<file path="src/rtl/core/csrspmv_pkg.sv">
// ----------------------------------------------------------------------------
// csrspmv_pkg
// shared types and constants of the csr sparse matrix-vector row accumulator
// ----------------------------------------------------------------------------
`default_nettype none

package csrspmv_pkg;

   // field widths
   localparam int POS_W     = 10;
   localparam int VALUE_W   = 32;
   localparam int ROW_W     = 16;
   localparam int VLEN_W    = 11;
   localparam int PROD_W    = 2 * VALUE_W;
   localparam int FRAC_W    = 16;
   // wide enough to hold any position and any store depth in range
   localparam int EXT_W     = 17;

   localparam int VECTOR_DEPTH_DEFAULT = 1024;
   localparam logic [VLEN_W-1:0] VLEN_RESET = VLEN_W'(1024);

   // command queue between front and back
   localparam int QUEUE_DEPTH = 2;
   localparam int QPTR_W      = 1;
   localparam int QCNT_W      = 2;

   typedef enum logic [1:0] {
      KIND_LOAD    = 2'd0,
      KIND_NONZERO = 2'd1,
      KIND_CLOSE   = 2'd2,
      KIND_RESTART = 2'd3
   } req_kind_type;

   typedef enum logic [2:0] {
      OP_NONE    = 3'd0,
      OP_WRITE   = 3'd1,
      OP_MAC     = 3'd2,
      OP_BAD     = 3'd3,
      OP_CLOSE   = 3'd4,
      OP_RESTART = 3'd5
   } cmd_op_type;

   typedef struct packed {
      req_kind_type              req_type;
      logic [POS_W-1:0]          position;
      logic signed [VALUE_W-1:0] operand_value;
      logic                      row_last;
   } req_payload_type;

   typedef struct packed {
      logic [ROW_W-1:0]          row_number;
      logic signed [VALUE_W-1:0] row_sum;
      logic                      saturated;
      logic                      bad_column;
   } rsp_payload_type;

   typedef logic [VLEN_W-1:0] csr_payload_type;

   typedef struct packed {
      cmd_op_type                op;
      logic [POS_W-1:0]          addr;
      logic signed [VALUE_W-1:0] value;
      logic                      emit;
   } cmd_type;

   typedef struct packed {
      logic              empty;
      logic              full;
      logic [QCNT_W-1:0] count;
   } q_status_type;

endpackage

`default_nettype wire

</file>
<file path="src/rtl/core/csrspmv_queue.sv">
// ----------------------------------------------------------------------------
// csrspmv_queue
// short command queue between front and back
// ----------------------------------------------------------------------------
`default_nettype none

module csrspmv_queue (
   input  wire                        clock,
   input  wire                        reset,
   input  wire                        push,
   input  csrspmv_pkg::cmd_type       push_data,
   input  wire                        pop,
   output csrspmv_pkg::cmd_type       pop_data,
   output csrspmv_pkg::q_status_type  q_status
);

   import csrspmv_pkg::*;

   cmd_type           entry_ff [QUEUE_DEPTH];
   logic [QPTR_W-1:0] wr_ptr_ff;
   logic [QPTR_W-1:0] wr_ptr_in;
   logic [QPTR_W-1:0] rd_ptr_ff;
   logic [QPTR_W-1:0] rd_ptr_in;
   logic [QCNT_W-1:0] count_ff;
   logic [QCNT_W-1:0] count_in;
   logic              do_push;
   logic              do_pop;

   assign q_status.count = count_ff;
   assign q_status.empty = (count_ff == '0);
   assign q_status.full  = (count_ff == QCNT_W'(QUEUE_DEPTH));
   assign do_push        = push && !q_status.full;
   assign do_pop         = pop && !q_status.empty;
   assign pop_data       = entry_ff[rd_ptr_ff];

   always_comb begin
      wr_ptr_in = wr_ptr_ff;
      rd_ptr_in = rd_ptr_ff;
      count_in  = count_ff;
      if (do_push) begin
         wr_ptr_in = (wr_ptr_ff == QPTR_W'(QUEUE_DEPTH - 1)) ? '0 : wr_ptr_ff + 1'b1;
      end
      if (do_pop) begin
         rd_ptr_in = (rd_ptr_ff == QPTR_W'(QUEUE_DEPTH - 1)) ? '0 : rd_ptr_ff + 1'b1;
      end
      if (do_push && !do_pop) begin
         count_in = count_ff + 1'b1;
      end else if (do_pop && !do_push) begin
         count_in = count_ff - 1'b1;
      end
   end

   always_ff @(posedge clock) begin
      if (reset) begin
         wr_ptr_ff <= '0;
         rd_ptr_ff <= '0;
         count_ff  <= '0;
      end else begin
         wr_ptr_ff <= wr_ptr_in;
         rd_ptr_ff <= rd_ptr_in;
         count_ff  <= count_in;
      end
   end

   always_ff @(posedge clock) begin
      if (do_push) begin
         entry_ff[wr_ptr_ff] <= push_data;
      end
   end

endmodule

`default_nettype wire

</file>
<file path="config.mk">
export PLATFORM = sky130hd
export DESIGN_NAME = csrspmv_queue
export DESIGN_NICKNAME = d
export VERILOG_FILES = /design/src/rtl/core/csrspmv_pkg.sv /design/src/rtl/core/csrspmv_queue.sv
export SDC_FILE = /design/constraint.sdc
export NUM_CORES = 1
export LEC_CHECK = 0
export BUFFER_PORTS_ARGS = -buffer_cell sky130_fd_sc_hd__clkbuf_2
export CELL_PAD_IN_SITES_DETAIL_PLACEMENT = 0
export CELL_PAD_IN_SITES_GLOBAL_PLACEMENT = 1
export CORE_ASPECT_RATIO = 1.4
export CORE_MARGIN = 5
export CORE_UTILIZATION = 46
export CTS_CLUSTER_DIAMETER = 200
export CTS_CLUSTER_SIZE = 24
export DETAILED_ROUTE_END_ITERATION = 8
export MAX_ROUTING_LAYER = met4
export PLACE_DENSITY_LB_ADDON = 0.1
export SETUP_SLACK_MARGIN = 0.15
export SYNTH_ARGS = -nofsm -noshare
export SYNTH_HDL_FRONTEND = slang
export SYNTH_SLANG_ARGS = --single-unit
</file>
<file path="constraint.sdc">
create_clock -name clock -period 6 [get_ports clock]
set_input_delay 0.3 -clock clock [delete_from_list [all_inputs] [get_ports clock]]
set_output_delay 0.3 -clock clock [all_outputs]
set_load 0.02 [all_outputs]
</file>
=== Word level (Yosys, flattened, before mapping) ===
Memories as Yosys holds them, arrays and structs flattened. A register that Yosys moved wholly into a read port is not among the register bits.
Cells that the tools add are included.

* Add/subtract/negate cells: 4
* Eq/ne operators: 1
* Muxes and demuxes: 8
* Reductions and logical operators: 10

{| class="wikitable"
|+ Operators with widths
! kind !! number
|-
| two-way mux 1 bit || 6
|-
| logical AND 1 bit || 4
|-
| zero test 1 bit || 4
|-
| two-way mux 2 bit || 2
|-
| adder 1 bit, second input constant || 2
|-
| adder 2 x 1 -> 2 bit, second input constant || 1
|-
| == test 2 bit, second input constant || 1
|-
| zero test 2 bit || 1
|-
| nonzero test 2 bit || 1
|-
| subtractor 2 x 1 -> 2 bit, second input constant || 1
|}

* Flip-flop bits (word level): 4
* Memory bits (writable): 92
* Output and inout port bits: 50
* Logic and storage cells: 27
* Memories kept: 1

{| class="wikitable"
|+ Memory list
! memory !! words !! bits a word !! rd ports !! clocked after Yosys merged registers in !! wr ports !! line !! source
|-
| entry_ff || 2 || 46 || 1 || 1 || 1 || csrspmv_queue.sv:19 || <nowiki>cmd_type entry_ff [QUEUE_DEPTH];</nowiki>
|}

=== Depth between registers and ports, before layout ===
* Depth after elaboration: 7
* Gate-level depth with buffers: 6
* Gate-level depth less buffers: 6

=== Worst setup path after synthesis ===
OpenSTA, ideal clock, no wires.

* Path kind: register to register
* Start: register count_ff[0]
* End: memory entry_ff[1][0] in the netlist's numbering, enable pin
* Setup time: 0.408 ns
* Data arrival time: 1.948 ns
* Path slack: 3.644 ns
* Cell stages (with the launch flop): 4
* Buffers on the path: 0
* Path through: dfxtp_1 nor2b_2 nor2_1 and2_1

{| class="wikitable"
|+ RTL lines
! what !! line !! source
|-
| start: declaration || csrspmv_queue.sv:24 || <nowiki>logic [QCNT_W-1:0] count_ff;</nowiki>
|-
| start signal: assignment || csrspmv_queue.sv:61 || <nowiki>count_ff <= count_in;</nowiki>
|-
| end: declaration || csrspmv_queue.sv:19 ||
|}

==> impl_metrics.xml <==
<?xml version="1.0" encoding="UTF-8"?>
<metrics>
  <group name="grt">
    <metric name="initial_antenna_violation_count" unit="">0</metric>
    <metric name="grt_use_total" unit="%">13.3</metric>
    <metric name="grt_start_max_net_pins" unit="">47</metric>
    <metric name="gr-total-overflow" unit="">0</metric>
    <metric name="grt_pass1_vias" unit="">1956</metric>
    <metric name="global_route_wire_length_before_repair" unit="um">9290</metric>
  </group>
  <group name="timing">
    <metric name="timing.max_slew.rel_slack" unit="%">25.4</metric>
    <metric name="clock_skew" unit="ns">0.00683</metric>
    <metric name="time_the_final_worst_path_needs_with_i_o_delays_and_setup" unit="ns">2.35</metric>
    <metric name="worst_hold_slack" unit="ns">0.137</metric>
    <metric name="setup_slack" unit="ns">3.65</metric>
    <metric name="rsz0062_at_grt" unit="">no</metric>
    <metric name="final-hold-violation-count" unit="">0</metric>
    <metric name="maxSlewViolCount" unit="">0</metric>
    <metric name="setup_failing_eps_final" unit="">0</metric>
    <metric name="fmax" unit="MHz">426</metric>
    <metric name="worstMarginPinSlew" unit="ns">1.12</metric>
    <metric name="final.setup.tns" unit="ns">0</metric>
    <metric name="post-route-period-util" unit="%">39.1</metric>
  </group>
  <group name="die">
    <metric name="design.core.area" unit="mm2">0.00741</metric>
    <metric name="initial_utilization" unit="%">47.7</metric>
    <metric name="fp-row-count" unit="">37</metric>
    <metric name="pin_count" unit="">100</metric>
    <metric name="dieArea" unit="mm2">0.00956</metric>
    <metric name="die_w" unit="um">84.1</metric>
    <metric name="dieHeight" unit="um">114</metric>
  </group>
  <group name="hold_path">
    <metric name="worstHoldEndpoint" unit="">entry_ff[1][8]$_DFFE_PP_</metric>
    <metric name="hold_path.startpoint" unit="">push_data[8]</metric>
    <metric name="timing.hold.worst_path_depth" unit="">1</metric>
    <metric name="worst_hold_path_type" unit="">input port to flip-flop</metric>
  </group>
  <group name="clock_network">
    <metric name="clock-sinks" unit="">97</metric>
    <metric name="insertion_delay" unit="ns">0.35</metric>
    <metric name="root_buffer" unit="">sky130_fd_sc_hd__clkbuf_8</metric>
    <metric name="clock_path_buffers" unit="">2</metric>
    <metric name="cts_buffers" unit="">9</metric>
    <metric name="cts_repair_resize_count" unit="">0</metric>
    <metric name="clock_tree_from_tritoncts" unit="">done</metric>
    <metric name="clock_tree.htree_level_count" unit="">3</metric>
    <metric name="post_cts_hold_buffer_count" unit="">0</metric>
    <metric name="clkTransAtPathRegs" unit="ns">0.09</metric>
    <metric name="cts.repair_timing.setup_buffer_count" unit="">0</metric>
  </group>
  <group name="setup_path">
    <metric name="timing.critical_path.buf_inv" unit="">1</metric>
    <metric name="crit_path_max_fanout" unit="">46</metric>
    <metric name="critical_path.max_stage_delay" unit="ns">1.05</metric>
    <metric name="critical_path.slowest_cell" unit="">sky130_fd_sc_hd__dfxtp_2</metric>
    <metric name="worst-setup-path-type" unit="">flip-flop to output pin</metric>
    <metric name="critical_path.top_delay_family" unit="">flip-flops</metric>
    <metric name="cp-end-kind" unit="">output pin</metric>
    <metric name="critical_path.reg2reg.endpoint" unit="">entry_ff[0][41]$_DFFE_PP_</metric>
    <metric name="timing.rr.start" unit="">count_ff[0]$_SDFFE_PP0P_</metric>
    <metric name="cells_along_the_critical_path" unit="">mux2_2, clkbuf_2</metric>
    <metric name="worst-r2r-cell-count" unit="">3</metric>
    <metric name="worstPathArrival" unit="ns">2.05</metric>
    <metric name="setup.worst_path.start_class" unit="">flip-flop</metric>
    <metric name="cp.required" unit="ns">5.70</metric>
    <metric name="critical_path_depth" unit="">2</metric>
    <metric name="r2r_setup_slack" unit="ns">3.96</metric>
  </group>
  <group name="place">
    <metric name="pre_cts_slack" unit="ns">3.93</metric>
    <metric name="placedInstanceArea" unit="mm2">0.00412</metric>
    <metric name="dp.final_hpwl" unit="um">3970</metric>
    <metric name="buffer_ports.inserted" unit="">99</metric>
    <metric name="place_congestion" unit="">0.711</metric>
  </group>
  <group name="drt">
    <metric name="routed_wirelength" unit="um">6100</metric>
    <metric name="vias" unit="">1798</metric>
    <metric name="first_iter_violations" unit="">89</metric>
    <metric name="detail_route.first_pass.iterations" unit="">4</metric>
    <metric name="drc" unit="">0</metric>
    <metric name="drt-vias-per-instance" unit="">4.79</metric>
    <metric name="antenna_violating_nets_left" unit="">0</metric>
    <metric name="detail_route.wl_per_cell" unit="um">16.3</metric>
  </group>
  <group name="synth">
    <metric name="synth.net_count" unit="">219</metric>
    <metric name="share_of_the_synthesized_area_in_compound_gates_ao_oa_aoi_oai" unit="%">0.708</metric>
    <metric name="syn_area" unit="mm2">0.00353</metric>
    <metric name="synth-seq-cells" unit="">97</metric>
    <metric name="synth_edf_count" unit="">92</metric>
    <metric name="synthMostInstantiatedCell" unit="">sky130_fd_sc_hd__edfxtp_1</metric>
    <metric name="combinational_family_with_the_most_area_after_synthesis" unit="">multiplexers</metric>
    <metric name="post_synth_and_or_nand_nor_area_fraction" unit="%">1.31</metric>
    <metric name="synth_seq_area_share" unit="%">81.0</metric>
    <metric name="synth_async_sr_flop_share" unit="%">0</metric>
    <metric name="xor_xnor_fraction_of_synth_area" unit="%">0.744</metric>
    <metric name="post-synth-top-area-fraction" unit="%">78.2</metric>
    <metric name="synthCells" unit="">168</metric>
    <metric name="synth.top_cells.by_area" unit="">sky130_fd_sc_hd__edfxtp_1, sky130_fd_sc_hd__mux2_2, sky130_fd_sc_hd__dfxtp_1</metric>
    <metric name="synth_largest_area_cell" unit="">sky130_fd_sc_hd__edfxtp_1</metric>
    <metric name="ys_top_cells_by_count" unit="">sky130_fd_sc_hd__edfxtp_1, sky130_fd_sc_hd__mux2_2, sky130_fd_sc_hd__dfxtp_1, sky130_fd_sc_hd__nor2_1, sky130_fd_sc_hd__buf_4</metric>
    <metric name="post_synth_num_cell_types" unit="">14</metric>
    <metric name="synth_fa_ha_area_share" unit="%">0.354</metric>
    <metric name="ys.flop_type" unit="">sky130_fd_sc_hd__edfxtp_1</metric>
    <metric name="synthMuxAreaShare" unit="%">14.7</metric>
    <metric name="synth.avg_cell_area" unit="um2">21.0</metric>
    <metric name="yosys_synthesis_warning_count" unit="">0</metric>
  </group>
  <group name="cells_and_area">
    <metric name="seqCellArea" unit="mm2">0.00286</metric>
    <metric name="design_area" unit="mm2">0.00435</metric>
    <metric name="multi_input_comb_area" unit="um2">629</metric>
    <metric name="layout.filler_cells" unit="">612</metric>
    <metric name="drive_above_1_share" unit="%">59.0</metric>
    <metric name="synthToLayoutAreaGrowth" unit="%">23.1</metric>
    <metric name="antenna_cells" unit="">0</metric>
    <metric name="layout.nets" unit="">324</metric>
  </group>
  <group name="pwr">
    <metric name="power.static_leakage" unit="nW">1.66</metric>
    <metric name="cellPowerDensity" unit="mW/mm2">438</metric>
    <metric name="total_power" unit="mW">1.91</metric>
    <metric name="irDropWorstVdd" unit="uV">311</metric>
  </group>
  <group name="job">
    <metric name="max_cap_violations" unit="">0</metric>
  </group>
  <group name="status">
    <metric name="outcome" unit="">finished, final reports clean</metric>
  </group>
</metrics>
## where the power goes
part	internal [mW]	switching, mW
Combinational	0.209	0.295
Clock	0.273	0.209
Sequential	0.853	0.0672
## placed cells by master (no fill, tap or decap), types with 2 or more instances in the layout
| cell | netlist | layout |
|---|---|---|
| sky130_fd_sc_hd__a21oi_1 | 2 | 2 |
| sky130_fd_sc_hd__bufinv_16 | 0 | 3 |
| sky130_fd_sc_hd__clkbuf_2 | 0 | 99 |
| sky130_fd_sc_hd__clkbuf_8 | 0 | 9 |
| sky130_fd_sc_hd__clkinv_2 | 0 | 3 |
| sky130_fd_sc_hd__dfxtp_1 | 5 | 4 |
| sky130_fd_sc_hd__edfxtp_1 | 92 | 92 |
| sky130_fd_sc_hd__mux2_2 | 46 | 46 |
| sky130_fd_sc_hd__nor2_1 | 5 | 5 |
| sky130_fd_sc_hd__o21ai_0 | 3 | 3 |
| sky130_fd_sc_hd__or3_1 | 2 | 2 |
| sky130_fd_sc_hd__xor2_1 | 3 | 3 |
## kinds of logic (layout without fill, tap and decap cells)
family                   count (synthesis)  in the layout
AND/OR/NAND/NOR                          9              9
flip-flops                              97             97
XOR/XNOR                                 3              3
AO/OA/AOI/OAI                            5              5
adder cells (fa/ha/maj)                  1              1
buffers and inverters                    7            117
multiplexers                            46             46
## routing by layer
layer / GRT usage (%) / vias to the layer above / routed length [um] / share of wire [%]
li1: - / 864 / - / -
met1: 14.5 / 857 / 2470 / 41
met2: 22.3 / 66 / 3160 / 52
met3: 2.96 / 11 / 330 / 5.4
met4: 7.73 / 0 / 133 / 2.2
met5: - / - / 0 / 0
## registers in the layout, indices dropped and copies added (netlist names), named ones only
register	cells
rd_ptr_ff	1
entry_ff	92
wr_ptr_ff	1
count_ff	2
## layout make-up
| class | instances | area share [%] |
|---|---|---|
| clock buffers | 9 | 2.85 |
| clock inverters | 7 | 2.50 |
| inverters | 2 | 0.173 |
| multi-input cells | 64 | 14.5 |
| flip-flops and latches | 97 | 65.8 |
| well taps | 97 | 2.79 |
| repair buffers | 99 | 11.4 |
## how the worst max path moves through the flow
stage	startpoint	end
after floorplan	count_ff[0]$_SDFFE_PP0P_	entry_ff[1][0]$_DFFE_PP_
after global placement	count_ff[0]$_SDFFE_PP0P_	entry_ff[0][25]$_DFFE_PP_
after detailed placement	count_ff[0]$_SDFFE_PP0P_	entry_ff[0][4]$_DFFE_PP_
after CTS	flip-flop	pop_data[30]
after global routing	flip-flop	pop_data[33]
final	flip-flop	pop_data[33]
## through the flow
stage	utilization, %	cells
2_1_floorplan	-	168
3_3_place_gp	55.6	359
3_5_place_dp	55.6	359
4_1_cts	58.7	375
5_1_grt	58.7	375
6_report	58.7	375
Power figures use the tool's default switching activity.
